File: src/rtl/core/tlrp_pkg.sv
// Package for the transaction log record parser.
// Request and result payload types, record kind codes, the front-to-back event type.
// No dependencies.
`default_nettype none

package tlrp_pkg;

	// record kinds
	localparam logic [1:0] KIND_TUPLE_HDR = 2'd0;
	localparam logic [1:0] KIND_INDEX     = 2'd1;
	localparam logic [1:0] KIND_TUPLE_END = 2'd2;
	localparam logic [1:0] KIND_ERROR     = 2'd3;

	typedef struct packed {
		logic [7:0]  data_byte;
		logic        first_of_txn;
		logic [55:0] origin_lsn;
	} byte_item_t;

	typedef struct packed {
		logic [1:0]  record_kind;
		logic [63:0] commit_stamp;
		logic [63:0] row_key;
		logic [15:0] shard_num;
		logic [15:0] tbl_num;
		logic [1:0]  access_type;
		logic [3:0]  index_op;
		logic [27:0] index_id;
		logic [7:0]  prev_buf_id;
		logic [55:0] prev_lsn;
		logic [55:0] record_lsn;
		logic        last_in_txn;
	} rec_item_t;

	// one classified event from the parser front end
	typedef struct packed {
		logic [1:0]  kind;
		logic        last;
		logic [63:0] commit_stamp;
		logic [63:0] key;
		logic [15:0] shard;
		logic [15:0] tbl_num;
		logic [3:0]  op_nibble;
		logic [63:0] aux;       // index word in [63:32], or previous-version word
		logic [55:0] base_lsn;
		logic [55:0] lsn_off;   // byte offset within the transaction
	} event_t;

endpackage

`default_nettype wire

File: src/rtl/core/tlrp_front.sv
// Parser front end: walks the little-endian log fields one byte per cycle while acc is high.
// Emits one registered event per byte at most. Depends on tlrp_pkg.
`default_nettype none

module tlrp_front (
	input  wire logic               clk,
	input  wire logic               arst_n,
	input  wire logic               acc,
	input  wire tlrp_pkg::byte_item_t item,
	output logic                    ev_valid,
	output tlrp_pkg::event_t        ev
);
	import tlrp_pkg::*;

	typedef enum logic [3:0] {
		PH_IDLE, PH_SIZE, PH_COMMIT, PH_KEY, PH_META, PH_INDEX,
		PH_PREV, PH_PTR, PH_AO, PH_MINTS, PH_MAXTS, PH_BODY
	} phase_t;

	phase_t      phase_q, phase_d;
	logic [2:0]  bcnt_q, bcnt_d;
	logic [63:0] shift_q, shift_d;
	logic [63:0] len_q, len_d;
	logic [63:0] off_q, off_d;
	logic [55:0] base_q, base_d;
	logic [63:0] commit_q, commit_d;
	logic [63:0] key_q, key_d;
	logic [63:0] meta_q, meta_d;
	logic [9:0]  ileft_q, ileft_d;
	logic [15:0] bleft_q, bleft_d;
	logic [63:0] tstart_q, tstart_d;
	logic        ev_valid_q, ev_valid_d;
	event_t      ev_q, ev_d;

	always_comb begin
		phase_t      ph;
		logic [2:0]  need;
		logic [63:0] sh_n;
		logic [63:0] off_n;
		logic        finish;
		logic        last;

		ph = phase_q;
		phase_d = phase_q;
		bcnt_d = bcnt_q;
		shift_d = shift_q;
		len_d = len_q;
		off_d = off_q;
		base_d = base_q;
		commit_d = commit_q;
		key_d = key_q;
		meta_d = meta_q;
		ileft_d = ileft_q;
		bleft_d = bleft_q;
		tstart_d = tstart_q;
		ev_valid_d = 1'b0;
		finish = 1'b0;
		last = 1'b0;
		sh_n = {item.data_byte, shift_q[63:8]};
		off_n = off_q + 64'd1;
		need = 3'd7;

		ev_d.kind = KIND_ERROR;
		ev_d.last = 1'b0;
		ev_d.commit_stamp = commit_q;
		ev_d.key = key_q;
		ev_d.shard = meta_q[63:48];
		ev_d.tbl_num = meta_q[47:32];
		ev_d.op_nibble = meta_q[31:28];
		ev_d.aux = sh_n;
		ev_d.base_lsn = base_q;
		ev_d.lsn_off = tstart_q[55:0];

		if (acc) begin
			// a new transaction restarts parsing from the size field
			if (item.first_of_txn) begin
				ph = PH_SIZE;
				bcnt_d = 3'd0;
				base_d = item.origin_lsn;
				sh_n = {item.data_byte, 56'd0};
				off_n = 64'd1;
				ev_d.base_lsn = item.origin_lsn;
			end
			phase_d = ph;
			if (ph != PH_IDLE) begin
				shift_d = sh_n;
				off_d = off_n;
				if (ph == PH_BODY) begin
					bleft_d = bleft_q - 16'd1;
					finish = (bleft_d == 16'd0);
				end else begin
					need = (ph == PH_INDEX) ? 3'd3 : 3'd7;
					if (bcnt_d != need) begin
						bcnt_d = bcnt_d + 3'd1;
					end else begin
						bcnt_d = 3'd0;
						case (ph)
							PH_SIZE: begin
								len_d = sh_n;
								if (sh_n == 64'd0) begin
									ev_valid_d = 1'b1;
									ev_d.kind = KIND_ERROR;
									phase_d = PH_IDLE;
								end else begin
									phase_d = PH_COMMIT;
								end
							end
							PH_COMMIT: begin
								commit_d = sh_n;
								if (off_n < len_q) begin
									tstart_d = off_n;
									phase_d = PH_KEY;
								end else begin
									phase_d = PH_IDLE;
								end
							end
							PH_KEY: begin
								key_d = sh_n;
								phase_d = PH_META;
							end
							PH_META: begin
								meta_d = sh_n;
								if (sh_n[31:28] == 4'd0) begin
									ev_valid_d = 1'b1;
									ev_d.kind = KIND_ERROR;
									phase_d = PH_IDLE;
								end else begin
									ileft_d = sh_n[11:2];
									bleft_d = sh_n[27:12];
									phase_d = (sh_n[11:2] != 10'd0) ? PH_INDEX : PH_PREV;
								end
							end
							PH_INDEX: begin
								ev_valid_d = 1'b1;
								ev_d.kind = KIND_INDEX;
								ileft_d = ileft_q - 10'd1;
								if (ileft_d == 10'd0) begin
									phase_d = PH_PREV;
								end
							end
							PH_PREV: begin
								ev_valid_d = 1'b1;
								ev_d.kind = KIND_TUPLE_HDR;
								phase_d = PH_PTR;
							end
							PH_PTR:   phase_d = PH_AO;
							PH_AO:    phase_d = PH_MINTS;
							PH_MINTS: phase_d = PH_MAXTS;
							PH_MAXTS: begin
								if (bleft_q == 16'd0) begin
									finish = 1'b1;
								end else begin
									phase_d = PH_BODY;
								end
							end
							default: phase_d = PH_IDLE;
						endcase
					end
				end
				if (finish) begin
					last = (off_n >= len_q);
					ev_valid_d = 1'b1;
					ev_d.kind = KIND_TUPLE_END;
					ev_d.last = last;
					ev_d.lsn_off = off_n[55:0];
					if (last) begin
						phase_d = PH_IDLE;
					end else begin
						tstart_d = off_n;
						phase_d = PH_KEY;
					end
				end
			end
		end
	end

	always_ff @(posedge clk or negedge arst_n) begin
		if (!arst_n) begin
			phase_q <= PH_IDLE;
			bcnt_q <= '0;
			shift_q <= '0;
			len_q <= '0;
			off_q <= '0;
			base_q <= '0;
			commit_q <= '0;
			key_q <= '0;
			meta_q <= '0;
			ileft_q <= '0;
			bleft_q <= '0;
			tstart_q <= '0;
			ev_valid_q <= 1'b0;
		end else begin
			phase_q <= phase_d;
			bcnt_q <= bcnt_d;
			shift_q <= shift_d;
			len_q <= len_d;
			off_q <= off_d;
			base_q <= base_d;
			commit_q <= commit_d;
			key_q <= key_d;
			meta_q <= meta_d;
			ileft_q <= ileft_d;
			bleft_q <= bleft_d;
			tstart_q <= tstart_d;
			ev_valid_q <= ev_valid_d;
		end
	end

	always_ff @(posedge clk) begin
		ev_q <= ev_d;
	end

	assign ev_valid = ev_valid_q;
	assign ev = ev_q;

endmodule

`default_nettype wire

File: src/rtl/core/tlrp_queue.sv
// Event queue between parser front end and result back end.
// Small circular buffer of tlrp_pkg::event_t entries with an occupancy count.
`default_nettype none

module tlrp_queue #(
	parameter int DEPTH = 4
) (
	input  wire logic                      clk,
	input  wire logic                      arst_n,
	input  wire logic                      push,
	input  wire tlrp_pkg::event_t          push_data,
	input  wire logic                      pop,
	output logic                           pop_valid,
	output tlrp_pkg::event_t               pop_data,
	output logic [$clog2(DEPTH+1)-1:0]     count
);
	import tlrp_pkg::*;

	localparam int PW = $clog2(DEPTH);
	localparam int CW = $clog2(DEPTH + 1);

	event_t          entry_q [DEPTH];
	logic [PW-1:0]   wr_ptr_q;
	logic [PW-1:0]   rd_ptr_q;
	logic [CW-1:0]   count_q;

	always_ff @(posedge clk or negedge arst_n) begin
		if (!arst_n) begin
			wr_ptr_q <= '0;
			rd_ptr_q <= '0;
			count_q <= '0;
		end else begin
			if (push) begin
				wr_ptr_q <= (wr_ptr_q == PW'(DEPTH - 1)) ? '0 : wr_ptr_q + 1'b1;
			end
			if (pop) begin
				rd_ptr_q <= (rd_ptr_q == PW'(DEPTH - 1)) ? '0 : rd_ptr_q + 1'b1;
			end
			case ({push, pop})
				2'b10:   count_q <= count_q + 1'b1;
				2'b01:   count_q <= count_q - 1'b1;
				default: count_q <= count_q;
			endcase
		end
	end

	always_ff @(posedge clk) begin
		if (push) begin
			entry_q[wr_ptr_q] <= push_data;
		end
	end

	assign pop_valid = (count_q != '0);
	assign pop_data = entry_q[rd_ptr_q];
	assign count = count_q;

	a_no_overfill: assert property (@(posedge clk) disable iff (!arst_n)
		count_q <= CW'(DEPTH))
		else $error("queue occupancy above depth");

	a_no_push_full: assert property (@(posedge clk) disable iff (!arst_n)
		!(push && !pop && count_q == CW'(DEPTH)))
		else $error("push into full queue");

	a_no_pop_empty: assert property (@(posedge clk) disable iff (!arst_n)
		pop |-> pop_valid)
		else $error("pop from empty queue");

	a_count_drop: assert property (@(posedge clk) disable iff (!arst_n)
		(pop && !push) |=> count_q == $past(count_q) - 1'b1)
		else $error("count did not drop on pop");

endmodule

`default_nettype wire

File: src/rtl/core/tlrp_back.sv
// Result back end: formats queued events into result items.
// Holds the output register; lsn add and field extraction. Depends on tlrp_pkg.
`default_nettype none

module tlrp_back (
	input  wire logic                clk,
	input  wire logic                arst_n,
	input  wire logic                pop_valid,
	input  wire tlrp_pkg::event_t    pop_data,
	output logic                     pop,
	output logic                     rec_valid,
	input  wire logic                rec_stall,
	output tlrp_pkg::rec_item_t      rec_data
);
	import tlrp_pkg::*;

	logic      out_valid_q;
	rec_item_t out_q;
	rec_item_t fmt;

	// highest set bit of the op nibble
	function automatic logic [1:0] access_of(input logic [3:0] n);
		if (n[3]) return 2'd3;
		if (n[2]) return 2'd2;
		if (n[1]) return 2'd1;
		return 2'd0;
	endfunction

	always_comb begin
		fmt = '0;
		fmt.record_kind = pop_data.kind;
		if (pop_data.kind != KIND_ERROR) begin
			fmt.commit_stamp = pop_data.commit_stamp;
			fmt.row_key = pop_data.key;
			fmt.shard_num = pop_data.shard;
			fmt.tbl_num = pop_data.tbl_num;
			fmt.access_type = access_of(pop_data.op_nibble);
		end
		case (pop_data.kind)
			KIND_TUPLE_HDR: begin
				fmt.prev_buf_id = pop_data.aux[63:56];
				fmt.prev_lsn = pop_data.aux[55:0];
				fmt.record_lsn = pop_data.base_lsn + pop_data.lsn_off;
			end
			KIND_INDEX: begin
				fmt.index_op = pop_data.aux[63:60];
				fmt.index_id = pop_data.aux[59:32];
			end
			KIND_TUPLE_END: begin
				fmt.record_lsn = pop_data.base_lsn + pop_data.lsn_off;
				fmt.last_in_txn = pop_data.last;
			end
			default: ;
		endcase
	end

	assign pop = pop_valid && (!out_valid_q || !rec_stall);

	always_ff @(posedge clk or negedge arst_n) begin
		if (!arst_n) begin
			out_valid_q <= 1'b0;
		end else if (!out_valid_q || !rec_stall) begin
			out_valid_q <= pop_valid;
		end
	end

	always_ff @(posedge clk) begin
		if (pop) begin
			out_q <= fmt;
		end
	end

	assign rec_valid = out_valid_q;
	assign rec_data = out_q;

endmodule

`default_nettype wire

File: src/rtl/core/txn_log_record_parser_top.sv
// Top level of the transaction log record parser.
// Front end, event queue and back end; uses tlrp_pkg, tlrp_front, tlrp_queue, tlrp_back.
//
//   channel   dir   handshake              payload
//   byte      in    byte_valid/byte_stall  tlrp_pkg::byte_item_t, one log byte per request
//   rec       out   rec_valid/rec_stall    tlrp_pkg::rec_item_t, zero or one per byte
//
// Cycles: one log byte per clock while byte_stall is low; a result passes the front
//   register, the queue and the output register after its byte.
// The front end is a byte-at-a-time field walker; its compare on the 64-bit offset
//   and the back end's 56-bit lsn add set the clock.
// Reset: arst_n clears parse state, queue pointers and the output valid; no clearing pass.
// Stalls: byte_stall rises once the queue plus the event in flight would fill it, so the
//   front end keeps running while rec_stall holds a finished result.
`default_nettype none

module txn_log_record_parser_top #(
	parameter int QUEUE_DEPTH = 4
) (
	input  wire logic                 clk,
	input  wire logic                 arst_n,
	input  wire logic                 byte_valid,
	output logic                      byte_stall,
	input  wire tlrp_pkg::byte_item_t byte_data,
	output logic                      rec_valid,
	input  wire logic                 rec_stall,
	output tlrp_pkg::rec_item_t       rec_data
);
	import tlrp_pkg::*;

	localparam int CW = $clog2(QUEUE_DEPTH + 1);

	logic          byte_acc;
	logic          ev_valid;
	event_t        ev;
	logic          q_pop;
	logic          q_valid;
	event_t        q_data;
	logic [CW-1:0] q_count;
	logic [CW:0]   in_flight;

	// queue entries plus the event the front end registered this cycle
	assign in_flight = {1'b0, q_count} + {{CW{1'b0}}, ev_valid};
	assign byte_stall = (in_flight >= (CW + 1)'(QUEUE_DEPTH));
	assign byte_acc = byte_valid && !byte_stall;

	tlrp_front u_front (
		.clk      (clk),
		.arst_n   (arst_n),
		.acc      (byte_acc),
		.item     (byte_data),
		.ev_valid (ev_valid),
		.ev       (ev)
	);

	tlrp_queue #(
		.DEPTH (QUEUE_DEPTH)
	) u_queue (
		.clk       (clk),
		.arst_n    (arst_n),
		.push      (ev_valid),
		.push_data (ev),
		.pop       (q_pop),
		.pop_valid (q_valid),
		.pop_data  (q_data),
		.count     (q_count)
	);

	tlrp_back u_back (
		.clk       (clk),
		.arst_n    (arst_n),
		.pop_valid (q_valid),
		.pop_data  (q_data),
		.pop       (q_pop),
		.rec_valid (rec_valid),
		.rec_stall (rec_stall),
		.rec_data  (rec_data)
	);

endmodule

`default_nettype wire

File: config.mk
export PLATFORM = sky130hd
export DESIGN_NAME = txn_log_record_parser_top
export DESIGN_NICKNAME = d
export VERILOG_FILES = /design/src/rtl/core/tlrp_pkg.sv /design/src/rtl/core/tlrp_front.sv /design/src/rtl/core/tlrp_queue.sv /design/src/rtl/core/tlrp_back.sv /design/src/rtl/core/txn_log_record_parser_top.sv
export SDC_FILE = /design/constraint.sdc
export NUM_CORES = 2
export LEC_CHECK = 0
export BUFFER_PORTS_ARGS = -buffer_cell sky130_fd_sc_hd__buf_4
export CAP_MARGIN = 15
export CORE_MARGIN = 4
export CORE_UTILIZATION = 60
export DETAILED_ROUTE_END_ITERATION = 12
export HOLD_SLACK_MARGIN = 0.15
export PLACE_DENSITY = 0.87
export SLEW_MARGIN = 30
export SYNTH_ARGS = -nofsm -noshare
export SYNTH_HDL_FRONTEND = slang
export SYNTH_SLANG_ARGS = --single-unit
File: constraint.sdc
create_clock -name clk -period 54.7 [get_ports clk]
set_input_delay 5.47 -clock clk [delete_from_list [all_inputs] [get_ports clk]]
set_output_delay 5.47 -clock clk [all_outputs]
set_load 0.005 [all_outputs]
==> impl_metrics.sql <==
INSERT INTO impl_metrics (metric_group, metric, value, unit) VALUES
('timing', 'timing.final.crit_period', '9.54', 'ns'),
('place', 'port-buffer-count', '387', ''),
('timing', 'skew', '0.0542', 'ns'),
('timing', 'tns', '0', 'ns'),
('floorplan', 'ios', '388', ''),
('logic_synthesis', 'synth_enable_flop_cells', '1685', ''),
('power_and_ir_drop', 'static_power_due_to_leakage', '38.2', 'nW'),
('timing', 'rsz0062_at_grt', 'no', ''),
('detailed_routing', 'routed_wl', '236000', 'um'),
('timing', 'report.final.setup_viol', '0', ''),
('logic_synthesis', 'async_flop_share', '19.8', '%'),
('worst_setup_path', 'timing.critical_path.max_delay_family', 'compound AO/OA/AOI/OAI gates', ''),
('timing', 'layout_worst_path_cycle_share', '17.4', '%'),
('logic_synthesis', 'synth.top_cell.area_share', '53.5', '%'),
('detailed_routing', 'drt-vias-per-instance', '6.32', ''),
('finish', 'ratio_of_cells_with_drive_above_1_in_the_final_layout', '20.3', '%'),
('detailed_routing', 'dr_total_vias', '53600', ''),
('finish', 'final-instance-count-excl-fill', '8481', ''),
('detailed_routing', 'drc', '0', ''),
('worst_setup_path', 'worstPathRequired', '55.42', 'ns'),
('global_routing', 'overflow', '0', ''),
('global_routing', 'number_of_antenna_violations_at_the_first_check_in_global_routing', '16', ''),
('power_and_ir_drop', 'power.density', '46.7', 'nW/um^2'),
('timing', 'timing_hold_violations_final', '0', ''),
('timing', 'fin_ws', '45.16', 'ns'),
('detailed_routing', 'drt.antenna.violating_nets', '0', ''),
('logic_synthesis', 'postSynthNetCount', '5999', ''),
('floorplan', 'die_x', '405', 'um'),
('global_routing', 'grt.total_usage', '29.0', '%'),
('finish', 'register_cell_area_after_layout', '70000', 'sq um'),
('global_routing', 'grt_pass1_wl', '353000', 'um'),
('timing', 'max-slew-margin-rel', '24.4', '%'),
('cts', 'clock_latency', '0.89', 'ns'),
('cts', 'numClockSinks', '2528', ''),
('worst_setup_path', 'critical_path.n_buffers_inverters', '3', ''),
('logic_synthesis', 'post_synth_inst_count', '5796', ''),
('worst_setup_path', 'endpoint_kind', 'flip-flop', ''),
('logic_synthesis', 'syn_avg_cell_area', '16.3', 'sq um'),
('worst_setup_path', 'worst_ep_arrival_time', '10.26', 'ns'),
('place', 'dpl.hpwl', '135000', 'um'),
('worst_setup_path', 'crit_slowest_cell', 'sky130_fd_sc_hd__buf_4', ''),
('timing', 'clock.fmax', '105', 'MHz'),
('logic_synthesis', 'yosys.area.top_type', 'sky130_fd_sc_hd__edfxtp_1', ''),
('logic_synthesis', 'synth-seq-cells', '2528', ''),
('place', 'dpl.cell_count', '8040', ''),
('worst_setup_path', 'worst-r2r-setup-slack', '47.99', 'ns'),
('status', 'run_status', 'finished, final reports clean', ''),
('finish', 'multiInputGateArea', '23100', 'sq um'),
('place', 'pre_cts_ws', '44.60', 'ns'),
('run', 'max_cap_viol_count', '0', ''),
('worst_setup_path', 'timing.critical_path.from_type', 'input pin', ''),
('worst_setup_path', 'crit_type', 'in2reg', ''),
('timing', 'worst_slew_pin_slew', '1.12', 'ns'),
('floorplan', 'fp.dieArea', '164000', 'sq um'),
('floorplan', 'floorplan.die.height', '405', 'um'),
('global_routing', 'largest_net_degree_at_the_start_of_global_routing', '160', ''),
('cts', 'tritoncts.num_buffers', '221', ''),
('floorplan', 'placeableCoreArea', '156000', 'sq um'),
('place', 'gp_routability_congestion', '0.879', ''),
('worst_setup_path', 'timing.critical_path.cells', 'buf_4 -> buf_4 -> nor2_1 -> ha_1 -> a21o_1 -> a21o_1 -> a21oi_1 -> o21ai_0 -> a21oi_1 -> o21ai_0 -> nor2_1 -> a21boi_4 -> buf_4 -> mux2_2', ''),
('worst_setup_path', 'critical_path.max_stage_delay', '0.73', 'ns'),
('logic_synthesis', 'synth_area', '94500', 'sq um'),
('cts', 'post_cts_resize_count', '0', ''),
('detailed_routing', 'wl_per_cell', '27.9', 'um'),
('power_and_ir_drop', 'power.ir.vdd_worst', '0.0000370', 'V'),
('detailed_routing', 'drt-initial-drc-count', '6902', ''),
('finish', 'final_net_count', '6413', ''),
('logic_synthesis', 'synth.area.top_cells', 'sky130_fd_sc_hd__edfxtp_1 (54%), sky130_fd_sc_hd__dfrtp_1 (13%), sky130_fd_sc_hd__mux4_2 (8.1%)', ''),
('logic_synthesis', 'synth.yosys.warnings', '0', ''),
('floorplan', 'floorplan.rows', '145', ''),
('logic_synthesis', 'ys.flop_type', 'sky130_fd_sc_hd__edfxtp_1', '');
[path summary, 6_finish.rpt]
kind                                     start  cells after the start                    to
setup / recovery                 byte_data[56]                     14  u_front.tstart_q[12]
max in group asynchronous               arst_n                      3   u_front.shift_q[13]
min in group asynchronous               arst_n                      1    u_front.base_q[41]
setup reg to reg           u_queue.rd_ptr_q[0]                     14   u_back.rec_data[56]
hold reg to reg              u_front.key_q[25]                      0       u_front.ev[237]
hold / removal               u_front.key_q[25]                      0       u_front.ev[237]
[kinds of logic after synthesis]
logic type | share of synthesized area, %
mux | 10.3
xor+xnor | 1.14
flops | 74.0
compound gates | 3.84
fa+ha+maj | 1.79
simple gates | 7.21
buf+inv | 1.67
[flip-flops by register name (all words and copies together), names as in the netlist, 2 cells and up]
name	flops
u_back.rec_data	317
u_front.base_q	56
u_front.bcnt_q	3
u_front.bleft_q	16
u_front.commit_q	64
u_front.ev	342
u_front.ileft_q	10
u_front.key_q	64
u_front.len_q	64
u_front.meta_q	35
u_front.off_q	64
u_front.phase_q	4
u_front.shift_q	56
u_front.tstart_q	56
u_queue.count	3
u_queue.entry_q	1368
u_queue.rd_ptr_q	2
u_queue.wr_ptr_q	2
[per-stage QoR]
| step | total power [mW] | instance area [sq um] | utilization [%] | hold slack [ns] |
|---|---|---|---|---|
| final | 5.02 | 108000 | 68.8 | 0.370 |
| after global routing | 5.20 | 108000 | 68.8 | 0.375 |
| after CTS | 5.03 | 107000 | 68.7 | 0.368 |
| after detailed placement | 3.39 | 99700 | 63.7 | 0.351 |
| after global placement | 3.35 | 99600 | 63.7 | 0.348 |
| after floorplan | 3.01 | 94500 | - | 0.342 |
[where the power goes]
| part | leakage (nW) | switching, mW | internal [mW] |
|---|---|---|---|
| Sequential | 23.6 | 0.114 | 2.26 |
| Combinational | 10.9 | 0.575 | 0.427 |
| Clock | 3.79 | 0.720 | 0.923 |
[synthesized netlist by cell type, types with 67 or more instances]
cell type                  count
sky130_fd_sc_hd__edfxtp_1   1685
sky130_fd_sc_hd__a21oi_1     114
sky130_fd_sc_hd__inv_1       137
sky130_fd_sc_hd__o21ai_0     319
sky130_fd_sc_hd__nand2_1     702
sky130_fd_sc_hd__nor2_1      223
sky130_fd_sc_hd__mux2_2      111
sky130_fd_sc_hd__dfxtp_1     342
sky130_fd_sc_hd__nor2b_1     174
sky130_fd_sc_hd__xor2_1       67
sky130_fd_sc_hd__ha_1        132
sky130_fd_sc_hd__clkbuf_1    205
sky130_fd_sc_hd__and2_1      107
sky130_fd_sc_hd__dfrtp_1     501
sky130_fd_sc_hd__mux4_2      341
[cells in the final DEF, fill, tap and decap left out, types with 12 or more instances in the layout]
cell type,count
sky130_fd_sc_hd__a21o_1,48
sky130_fd_sc_hd__mux2i_1,32
sky130_fd_sc_hd__inv_1,137
sky130_fd_sc_hd__o21ai_0,318
sky130_fd_sc_hd__a31oi_1,18
sky130_fd_sc_hd__edfxtp_1,1685
sky130_fd_sc_hd__nand2_1,699
sky130_fd_sc_hd__nand4_1,47
sky130_fd_sc_hd__and4_1,12
sky130_fd_sc_hd__bufinv_16,24
sky130_fd_sc_hd__nor2b_1,174
sky130_fd_sc_hd__dfxtp_1,342
sky130_fd_sc_hd__xnor2_1,54
sky130_fd_sc_hd__and3_1,23
sky130_fd_sc_hd__dfrtp_1,499
sky130_fd_sc_hd__buf_4,426
sky130_fd_sc_hd__o31ai_1,14
sky130_fd_sc_hd__and2_1,102
sky130_fd_sc_hd__mux4_2,341
sky130_fd_sc_hd__clkinv_2,39
sky130_fd_sc_hd__mux2_1,45
sky130_fd_sc_hd__a211oi_1,12
sky130_fd_sc_hd__nor4_1,30
sky130_fd_sc_hd__clkbuf_1,43
sky130_fd_sc_hd__mux2_2,111
sky130_fd_sc_hd__clkbuf_8,33
sky130_fd_sc_hd__ha_1,132
sky130_fd_sc_hd__clkinv_1,27
sky130_fd_sc_hd__diode_2,12
sky130_fd_sc_hd__a21oi_1,112
sky130_fd_sc_hd__clkbuf_16,225
sky130_fd_sc_hd__nor2_1,220
sky130_fd_sc_hd__nand3_1,56
sky130_fd_sc_hd__nor3_1,40
sky130_fd_sc_hd__xor2_1,67
[cell type report]
class / instances / share of cell area, %
clock inverter: 123 / 1.40
timing repair buffer: 452 / 3.42
clock buffer: 301 / 5.80
multi-input combinational: 2869 / 21.4
inverter: 138 / 0.484
antenna: 12 / 0.0279
tap: 2058 / 2.39
sequential: 2528 / 65.0
[layer usage]
| metal | part of all wire (%) | global-route usage [%] |
|---|---|---|
| met2 | 51 | 48.8 |
| met5 | 0.045 | 0 |
| met3 | 8.1 | 5.03 |
| met1 | 35 | 36.2 |
| met4 | 6.4 | 16.2 |
Note: power is estimated with default switching activity, not from simulation.
